--- src/fsp_pkg.sv ---
// fsp_pkg: shared types, codes and helper functions for the format specifier parser.
// Used by fsp_in_stage, fsp_parser and format_specifier_parser_core.
// No dependencies.
package fsp_pkg;

   localparam int CharW  = 8;
   localparam int ArgW   = 32;
   localparam int WidthW = 31;
   localparam int PrecW  = 32;
   localparam int CountW = 10;

   localparam logic [WidthW-1:0] WIDTH_MAX = {WidthW{1'b1}};
   localparam logic [PrecW-1:0]  PREC_NONE = {PrecW{1'b1}};
   localparam logic [CountW-1:0] COUNT_MAX = {CountW{1'b1}};

   localparam logic [CharW-1:0] CH_ZERO  = 8'h30;
   localparam logic [CharW-1:0] CH_NINE  = 8'h39;
   localparam logic [CharW-1:0] CH_MINUS = 8'h2d;
   localparam logic [CharW-1:0] CH_STAR  = 8'h2a;
   localparam logic [CharW-1:0] CH_DOT   = 8'h2e;
   localparam logic [CharW-1:0] CH_PCT   = 8'h25;
   localparam logic [CharW-1:0] CH_UPX   = 8'h58;
   localparam logic [CharW-1:0] CH_C     = 8'h63;
   localparam logic [CharW-1:0] CH_S     = 8'h73;
   localparam logic [CharW-1:0] CH_P     = 8'h70;
   localparam logic [CharW-1:0] CH_D     = 8'h64;
   localparam logic [CharW-1:0] CH_I     = 8'h69;
   localparam logic [CharW-1:0] CH_U     = 8'h75;
   localparam logic [CharW-1:0] CH_X     = 8'h78;

   localparam logic REQ_CHAR = 1'b0;
   localparam logic REQ_ARG  = 1'b1;

   typedef enum logic [1:0] {
      FLAG_NONE = 2'd0,
      FLAG_ZERO = 2'd1,
      FLAG_LEFT = 2'd2
   } flag_type;

   typedef enum logic [2:0] {
      PH_IDLE   = 3'd0,
      PH_FLAGS  = 3'd1,
      PH_WDIG   = 3'd2,
      PH_ARG    = 3'd3,
      PH_DOT    = 3'd4,
      PH_PFIRST = 3'd5,
      PH_PDIG   = 3'd6,
      PH_SPEC   = 3'd7
   } phase_type;

   typedef struct packed {
      logic                    req_type;
      logic [CharW-1:0]        char_code;
      logic signed [ArgW-1:0]  arg_value;
   } fsp_req_type;

   typedef struct packed {
      logic                    ok;
      logic [1:0]              flag_mode;
      logic [WidthW-1:0]       field_width;
      logic signed [PrecW-1:0] precision_value;
      logic [CharW-1:0]        specifier;
      logic [CountW-1:0]       consumed;
   } fsp_rsp_type;

   function automatic logic is_digit(input logic [CharW-1:0] c);
      return (c >= CH_ZERO) && (c <= CH_NINE);
   endfunction

   function automatic logic is_spec(input logic [CharW-1:0] c);
      return (c == CH_C) || (c == CH_S) || (c == CH_P) || (c == CH_D) || (c == CH_I) ||
             (c == CH_U) || (c == CH_X) || (c == CH_UPX) || (c == CH_PCT);
   endfunction

   // acc * 10 + digit, saturating
   function automatic logic [WidthW-1:0] add_digit(input logic [WidthW-1:0] acc,
                                                    input logic [CharW-1:0]  c);
      logic [WidthW+3:0] wide;
      wide = ({4'b0, acc} << 3) + ({4'b0, acc} << 1) + {{(WidthW){1'b0}}, c[3:0]};
      return (wide > {4'b0, WIDTH_MAX}) ? WIDTH_MAX : wide[WidthW-1:0];
   endfunction

endpackage

--- src/fsp_in_stage.sv ---
// fsp_in_stage: input request register with stall generation.
// Depends on fsp_pkg.
module fsp_in_stage
   import fsp_pkg::*;
(
   input  logic        clock,
   input  logic        reset,
   input  logic        req_valid,
   output logic        req_stall,
   input  fsp_req_type req_data,
   input  logic        advance,
   output logic        item_valid,
   output fsp_req_type item
);

   logic        valid_ff, valid_in;
   fsp_req_type data_ff, data_in;
   logic        take;

   assign req_stall = valid_ff && !advance;
   assign take      = req_valid && !req_stall;

   always_comb begin
      valid_in = valid_ff;
      data_in  = data_ff;
      if (take) begin
         valid_in = 1'b1;
         data_in  = req_data;
      end else if (advance) begin
         valid_in = 1'b0;
      end
   end

   always_ff @(posedge clock) begin
      if (reset) begin
         valid_ff <= 1'b0;
      end else begin
         valid_ff <= valid_in;
      end
      data_ff <= data_in;
   end

   assign item_valid = valid_ff;
   assign item       = data_ff;

endmodule

--- src/fsp_parser.sv ---
// fsp_parser: parse state registers and the per-request state update.
// Depends on fsp_pkg.
module fsp_parser
   import fsp_pkg::*;
(
   input  logic        clock,
   input  logic        reset,
   input  logic        step,
   input  fsp_req_type item,
   output logic        emit,
   output fsp_rsp_type result
);

   phase_type          phase_ff, phase_in;
   flag_type           flag_ff, flag_in;
   logic [WidthW-1:0]  width_ff, width_in;
   logic [PrecW-1:0]   prec_ff, prec_in;
   logic [CountW-1:0]  cnt_ff, cnt_in;

   logic [CountW-1:0]  cnt_inc;
   logic [ArgW-1:0]    mag;

   always_comb begin
      logic [CharW-1:0] c;
      logic do_ws;
      logic do_dc;
      logic do_fin;
      c      = item.char_code;
      do_ws  = 1'b0;
      do_dc  = 1'b0;
      do_fin = 1'b0;
      cnt_inc = (cnt_ff == COUNT_MAX) ? cnt_ff : cnt_ff + 1'b1;
      mag     = '0 - item.arg_value;
      phase_in = phase_ff;
      flag_in  = flag_ff;
      width_in = width_ff;
      prec_in  = prec_ff;
      cnt_in   = cnt_ff;
      emit     = 1'b0;
      result   = '0;

      if (phase_ff == PH_ARG) begin
         if (item.req_type == REQ_ARG) begin
            if (prec_ff == PREC_NONE) begin
               if (item.arg_value[ArgW-1]) begin
                  flag_in  = FLAG_LEFT;
                  width_in = mag[ArgW-1] ? WIDTH_MAX : mag[WidthW-1:0];
               end else begin
                  width_in = item.arg_value[WidthW-1:0];
               end
               phase_in = PH_DOT;
            end else begin
               prec_in  = item.arg_value[ArgW-1] ? PREC_NONE : item.arg_value;
               phase_in = PH_SPEC;
            end
         end
      end else if (item.req_type == REQ_CHAR) begin
         unique case (phase_ff)
            PH_IDLE: begin
               cnt_in   = cnt_inc;
               phase_in = PH_FLAGS;
            end
            PH_FLAGS: begin
               if (c == CH_MINUS) begin
                  cnt_in  = cnt_inc;
                  flag_in = FLAG_LEFT;
               end else if (c == CH_ZERO) begin
                  cnt_in = cnt_inc;
                  if (flag_ff == FLAG_NONE) flag_in = FLAG_ZERO;
               end else begin
                  do_ws = 1'b1;
               end
            end
            PH_WDIG: begin
               if (is_digit(c)) begin
                  cnt_in   = cnt_inc;
                  width_in = add_digit(width_ff, c);
               end else begin
                  do_dc = 1'b1;
               end
            end
            PH_DOT: do_dc = 1'b1;
            PH_PFIRST: begin
               if (c == CH_STAR) begin
                  cnt_in   = cnt_inc;
                  phase_in = PH_ARG;
               end else if (is_digit(c)) begin
                  cnt_in   = cnt_inc;
                  prec_in  = {1'b0, add_digit(prec_ff[WidthW-1:0], c)};
                  phase_in = PH_PDIG;
               end else begin
                  do_fin = 1'b1;
               end
            end
            PH_PDIG: begin
               if (is_digit(c)) begin
                  cnt_in  = cnt_inc;
                  prec_in = {1'b0, add_digit(prec_ff[WidthW-1:0], c)};
               end else begin
                  do_fin = 1'b1;
               end
            end
            PH_SPEC: do_fin = 1'b1;
            PH_ARG:  do_fin = 1'b0;
            default: do_fin = 1'b0;
         endcase

         if (do_ws) begin
            if (c == CH_STAR) begin
               cnt_in   = cnt_inc;
               phase_in = PH_ARG;
            end else if (is_digit(c)) begin
               cnt_in   = cnt_inc;
               width_in = add_digit(width_ff, c);
               phase_in = PH_WDIG;
            end else begin
               do_dc = 1'b1;
            end
         end

         if (do_dc) begin
            if (c == CH_DOT) begin
               cnt_in   = cnt_inc;
               prec_in  = '0;
               phase_in = PH_PFIRST;
            end else begin
               do_fin = 1'b1;
            end
         end

         if (do_fin) begin
            emit            = 1'b1;
            result.consumed = cnt_inc;
            if (is_spec(c)) begin
               result.ok              = 1'b1;
               result.flag_mode       = flag_ff;
               result.field_width     = width_ff;
               result.precision_value = prec_ff;
               result.specifier       = c;
            end
            phase_in = PH_IDLE;
            flag_in  = FLAG_NONE;
            width_in = '0;
            prec_in  = PREC_NONE;
            cnt_in   = '0;
         end
      end

      if (!step) begin
         emit     = 1'b0;
         phase_in = phase_ff;
         flag_in  = flag_ff;
         width_in = width_ff;
         prec_in  = prec_ff;
         cnt_in   = cnt_ff;
      end
   end

   always_ff @(posedge clock) begin
      if (reset) begin
         phase_ff <= PH_IDLE;
         flag_ff  <= FLAG_NONE;
         width_ff <= '0;
         prec_ff  <= PREC_NONE;
         cnt_ff   <= '0;
      end else begin
         phase_ff <= phase_in;
         flag_ff  <= flag_in;
         width_ff <= width_in;
         prec_ff  <= prec_in;
         cnt_ff   <= cnt_in;
      end
   end

   a_idle_clear: assert property (@(posedge clock) disable iff (reset)
      (phase_ff == PH_IDLE) |-> (cnt_ff == '0 && width_ff == '0 &&
                                 prec_ff == PREC_NONE && flag_ff == FLAG_NONE))
      else $error("idle phase with stale parse state");

   a_emit_ends: assert property (@(posedge clock) disable iff (reset)
      emit |=> (phase_ff == PH_IDLE))
      else $error("result did not end the conversion");

   a_busy_counted: assert property (@(posedge clock) disable iff (reset)
      (phase_ff != PH_IDLE) |-> (cnt_ff != '0))
      else $error("open conversion with zero count");

   a_hold: assert property (@(posedge clock) disable iff (reset)
      !step |=> $stable(phase_ff) && $stable(cnt_ff))
      else $error("state moved without a request");

endmodule

--- src/format_specifier_parser_core.sv ---
// Printf conversion specifier parser, one format character or star argument per request.
// Each request is held in the input register; a result that it completes is then held
// in the result register. Throughput: one request per cycle while the receiver does not stall.
// Reset (synchronous, active high) empties both registers and returns the parser to
// awaiting the introducer. Depends on fsp_pkg, fsp_in_stage, fsp_parser.
module format_specifier_parser_core
   import fsp_pkg::*;
(
   input  logic        clock,
   input  logic        reset,
   input  logic        req_valid,
   output logic        req_stall,
   input  fsp_req_type req_data,
   output logic        rsp_valid,
   input  logic        rsp_stall,
   output fsp_rsp_type rsp_data
);

   logic        item_valid;
   fsp_req_type item;
   logic        out_free;
   logic        advance;
   logic        emit;
   fsp_rsp_type result;

   logic        rsp_valid_ff, rsp_valid_in;
   fsp_rsp_type rsp_data_ff, rsp_data_in;

   assign out_free = !rsp_valid_ff || !rsp_stall;
   assign advance  = item_valid && out_free;

   fsp_in_stage u_in (
      .clock      (clock),
      .reset      (reset),
      .req_valid  (req_valid),
      .req_stall  (req_stall),
      .req_data   (req_data),
      .advance    (advance),
      .item_valid (item_valid),
      .item       (item)
   );

   fsp_parser u_parse (
      .clock  (clock),
      .reset  (reset),
      .step   (advance),
      .item   (item),
      .emit   (emit),
      .result (result)
   );

   always_comb begin
      rsp_valid_in = rsp_valid_ff && rsp_stall;
      rsp_data_in  = rsp_data_ff;
      if (emit) begin
         rsp_valid_in = 1'b1;
         rsp_data_in  = result;
      end
   end

   always_ff @(posedge clock) begin
      if (reset) begin
         rsp_valid_ff <= 1'b0;
      end else begin
         rsp_valid_ff <= rsp_valid_in;
      end
      rsp_data_ff <= rsp_data_in;
   end

   assign rsp_valid = rsp_valid_ff;
   assign rsp_data  = rsp_data_ff;

endmodule

--- config.mk ---
export PLATFORM = sky130hd
export DESIGN_NAME = format_specifier_parser_core
export DESIGN_NICKNAME = d
export VERILOG_FILES = /design/src/fsp_pkg.sv /design/src/fsp_in_stage.sv /design/src/fsp_parser.sv /design/src/format_specifier_parser_core.sv
export SDC_FILE = /design/constraint.sdc
export NUM_CORES = 1
export LEC_CHECK = 0
export ABC_AREA = 0
export BUFFER_PORTS_ARGS = -buffer_cell sky130_fd_sc_hd__buf_4
export CAP_MARGIN = 0
export CELL_PAD_IN_SITES_DETAIL_PLACEMENT = 1
export CELL_PAD_IN_SITES_GLOBAL_PLACEMENT = 2
export CORE_ASPECT_RATIO = 0.6
export CORE_UTILIZATION = 41
export DETAILED_ROUTE_END_ITERATION = 7
export GPL_TIMING_DRIVEN = 0
export HOLD_SLACK_MARGIN = 0.12
export PLACE_DENSITY = 0.85
export SLEW_MARGIN = 30
export SYNTH_ARGS = -nofsm -noshare
export SYNTH_HDL_FRONTEND = slang
export SYNTH_SLANG_ARGS = --single-unit
export TNS_END_PERCENT = 100
--- constraint.sdc ---
create_clock -name clock -period 12.3 [get_ports clock]
set_clock_uncertainty 0.1 [all_clocks]
set_input_delay 0.615 -clock clock [delete_from_list [all_inputs] [get_ports clock]]
set_output_delay 0.615 -clock clock [all_outputs]
set_load 0.005 [all_outputs]
==> reports/qor.yml <==
status: "finished clean"
async_flop_share_pct: 0
busiest_layer: "met1"
ctsHtreeMaxLevel: 1
clkTransAtPathRegs_ns: 0.06
dr_total_vias: 14000
min_from: "req_data[40]"
die_h_um: 147
drt-total-wl_um: 54800
gp_congestion: 0.981
cts.path.max_buffers: 3
cpMostUsedCell: "inv_1"
ys_warn_count: 0
grt_use_total_pct: 30.1
dp_hpwl_um: 43000
syn_inst: 1604
synth_top_area_share_pct: 26.1
post_cts_buffers: 0
finalCriticalPeriod_ns: 5.25
ys_ff_latch: 205
whs_ns: 0.140
power_density_nw_per_um2: 118
timing.rr.end: "u_parse.width_ff[19]"
critPathTopFamily: "compound AO/OA/AOI/OAI gates"
grt_pass1_wl_um: 83000
synth_edf_count: 125
die_x_um: 244
max_freq_ghz: 0.190
wl_per_cell_um: 24.5
hold_path.class: "input port to flop"
crit_required_ns: 12.64
final_common_cell: "o21ai_0"
ys_top_cells_by_area: "edfxtp_1 (26%), dfxtp_1 (11%), ha_1 (11%)"
cts_buffers: 23
slew_viol_final: 0
arrival_ns: 5.59
cts_sinks: 205
num_io_pins: 131
tightest_slew_ns: 1.01
cp_num_cells: 15
setup_tns_ns: 0
multi_input_area_um2: 8520
antenna_cells: 0
grt_pass1_vias: 13200
fp.coreArea_um2: 34100
worst-path-max-fanout: 10
gr-total-overflow: 0
grt_setup_unrepaired: "no"
detail-route-antenna-nets: 0
grt_use_met2_pct: 39.8
use_met3_pct: 6.65
seq_area_um2: 5360
postSynthAreaPerCell_um2: 8.97
via_per_inst: 6.25
utilization_pct: 49.4
n_fill_cell: 3965
p_leak_nw: 6.83
critical-path-slowest-cell: "fa_1"
startpoint_type: "flop"
timing.max_cap.violations: 0
cts_resized: 0
hold_violations: 0
die_area_um2: 35900
slowest_delay_ns: 0.74
fin_nets: 1939
vdd_ir_drop_max_mv: 0.0779
worst-r2r-cell-count: 15
synth_top_area_cell: "edfxtp_1"
reg2reg_slack_ns: 7.05
final_cell_mix: "o21ai_0 (151), a21oi_1 (144), nand2_1 (135), buf_4 (131), ha_1 (126)"
syn-num-nets: 1779
dr.pass1.iters: 6
min_path_cells: 1
critical_path_class: "flop to flop"
dp_cells: 2198
grt_use_met1_pct: 49.3
clock_latency_ns: 0.55
drtIter0Drc: 1300
cts_tree: "done"
crit_buf_inv: 4
stdcell_count: 2240
grt_max_degree: 23
syn_area_um2: 14400
synth-main-ff-cell: "edfxtp_1"
worstSetupEndpointType: "flop"
crit_chain: "clkbuf_1, inv_1, fa_1, inv_1, ha_1, a211oi_1, o21ai_1, and2_1, o21ai_2, a2111o_1, nand3_1, a221oi_4, buf_6, o211ai_1, a32o_1"
antenna_found_initial: 1
root_buffer: "clkbuf_16"
start_util_pct: 42.2
relSlewSlack_pct: 31.9
fp-row-count: 52
period_share_pct: 42.7
area_delta_synth_final_pct: 17.1
r2r-start: "u_in.item[35]"
portBuffers: 130
setup_violations: 0
synth.distinct_cells: 84
drive_above_1_share_pct: 13.0
drc: 0
cts_hold_buffers: 0
min_to: "u_in.item[40]"
synth-seq-area-share_pct: 37.2
==> metrics by stage <==
step | cell area [um2] | total power (W) | setup WS, ns
2_1_floorplan | 14400 | 0.00110 | 5.99
3_3_place_gp | 15900 | 0.00125 | 2.86
3_5_place_dp | 16100 | 0.00126 | 7.23
4_1_cts | 16800 | 0.00198 | 7.18
5_1_grt | 16800 | 0.00206 | 6.84
6_report | 16800 | 0.00199 | 7.05
==> flip-flops by register name, summed over array words and instances (netlist names) <==
register,flops
rsp_data,84
rsp_valid,1
u_in.item,41
u_in.item_valid,1
u_parse.cnt_ff,10
u_parse.flag_ff,2
u_parse.phase_ff,3
u_parse.prec_ff,32
u_parse.width_ff,31
==> metal layers <==
layer | part of all wire, % | vias up
li1 | - | 6403
met1 | 51 | 7026
met2 | 38 | 522
met3 | 9.0 | 51
met4 | 1.3 | 0
met5 | 0 | -
==> report_power, final <==
| group | switching (W) | internal [W] |
|---|---|---|
| clock | 0.000312 | 0.000408 |
| sequential | 0.0000327 | 0.000746 |
| combinational | 0.000315 | 0.000172 |
| total | 0.000660 | 0.00132 |
==> cell families (layout without fill, tap and decap cells) <==
family          count (synthesis)  after routing  synth area share [%]
fa+ha+maj                     130            130                  11.5
flops                         205            205                  37.2
mux                             5              5                 0.365
buf+inv                       129            306                  3.71
other cells                     1              1                0.0261
simple gates                  510            510                  18.3
compound gates                571            571                  25.7
xor+xnor                       53             53                  3.23
==> worst max-delay path by stage <==
| stage | startpoint | to | slack, ns |
|---|---|---|---|
| 6_report | u_in.item[35] | u_parse.width_ff[19] | 7.05 |
| 5_1_grt | u_in.item[35] | u_parse.width_ff[19] | 6.84 |
| 4_1_cts | u_in.item[35] | u_parse.width_ff[19] | 7.18 |
| 3_5_place_dp | u_in.item[35] | u_parse.width_ff[19] | 7.23 |
| 3_3_place_gp | u_in.item[34] | rsp_data[44] | 2.86 |
| 2_1_floorplan | u_in.item[34] | rsp_data[0] | 5.99 |
==> cell type report <==
cell class / instances / share of cell area (%)
Inverter: 44 / 0.981
Tap cell: 459 / 3.41
Clock inverter: 14 / 0.877
Sequential cell: 205 / 31.8
Multi-Input combinational cell: 1270 / 50.6
Clock buffer: 28 / 3.53
Buffer: 85 / 2.19
Timing Repair Buffer: 135 / 6.61
==> synth_stat cells, drive strengths merged, types with 16 or more instances <==
cell,n
ha,126
a21o,30
clkbuf,61
o21ai,157
nor3,32
and2,75
buf,24
o31ai,33
edfxtp,125
nand4,20
xnor2,28
inv,44
dfxtp,80
and3,16
xor2,25
nand2,136
a21oi,144
nor2,95
a31oi,42
or3,16
nand3,33
a221oi,27
o21a,17
Note: power is estimated with default switching activity, not from simulation.
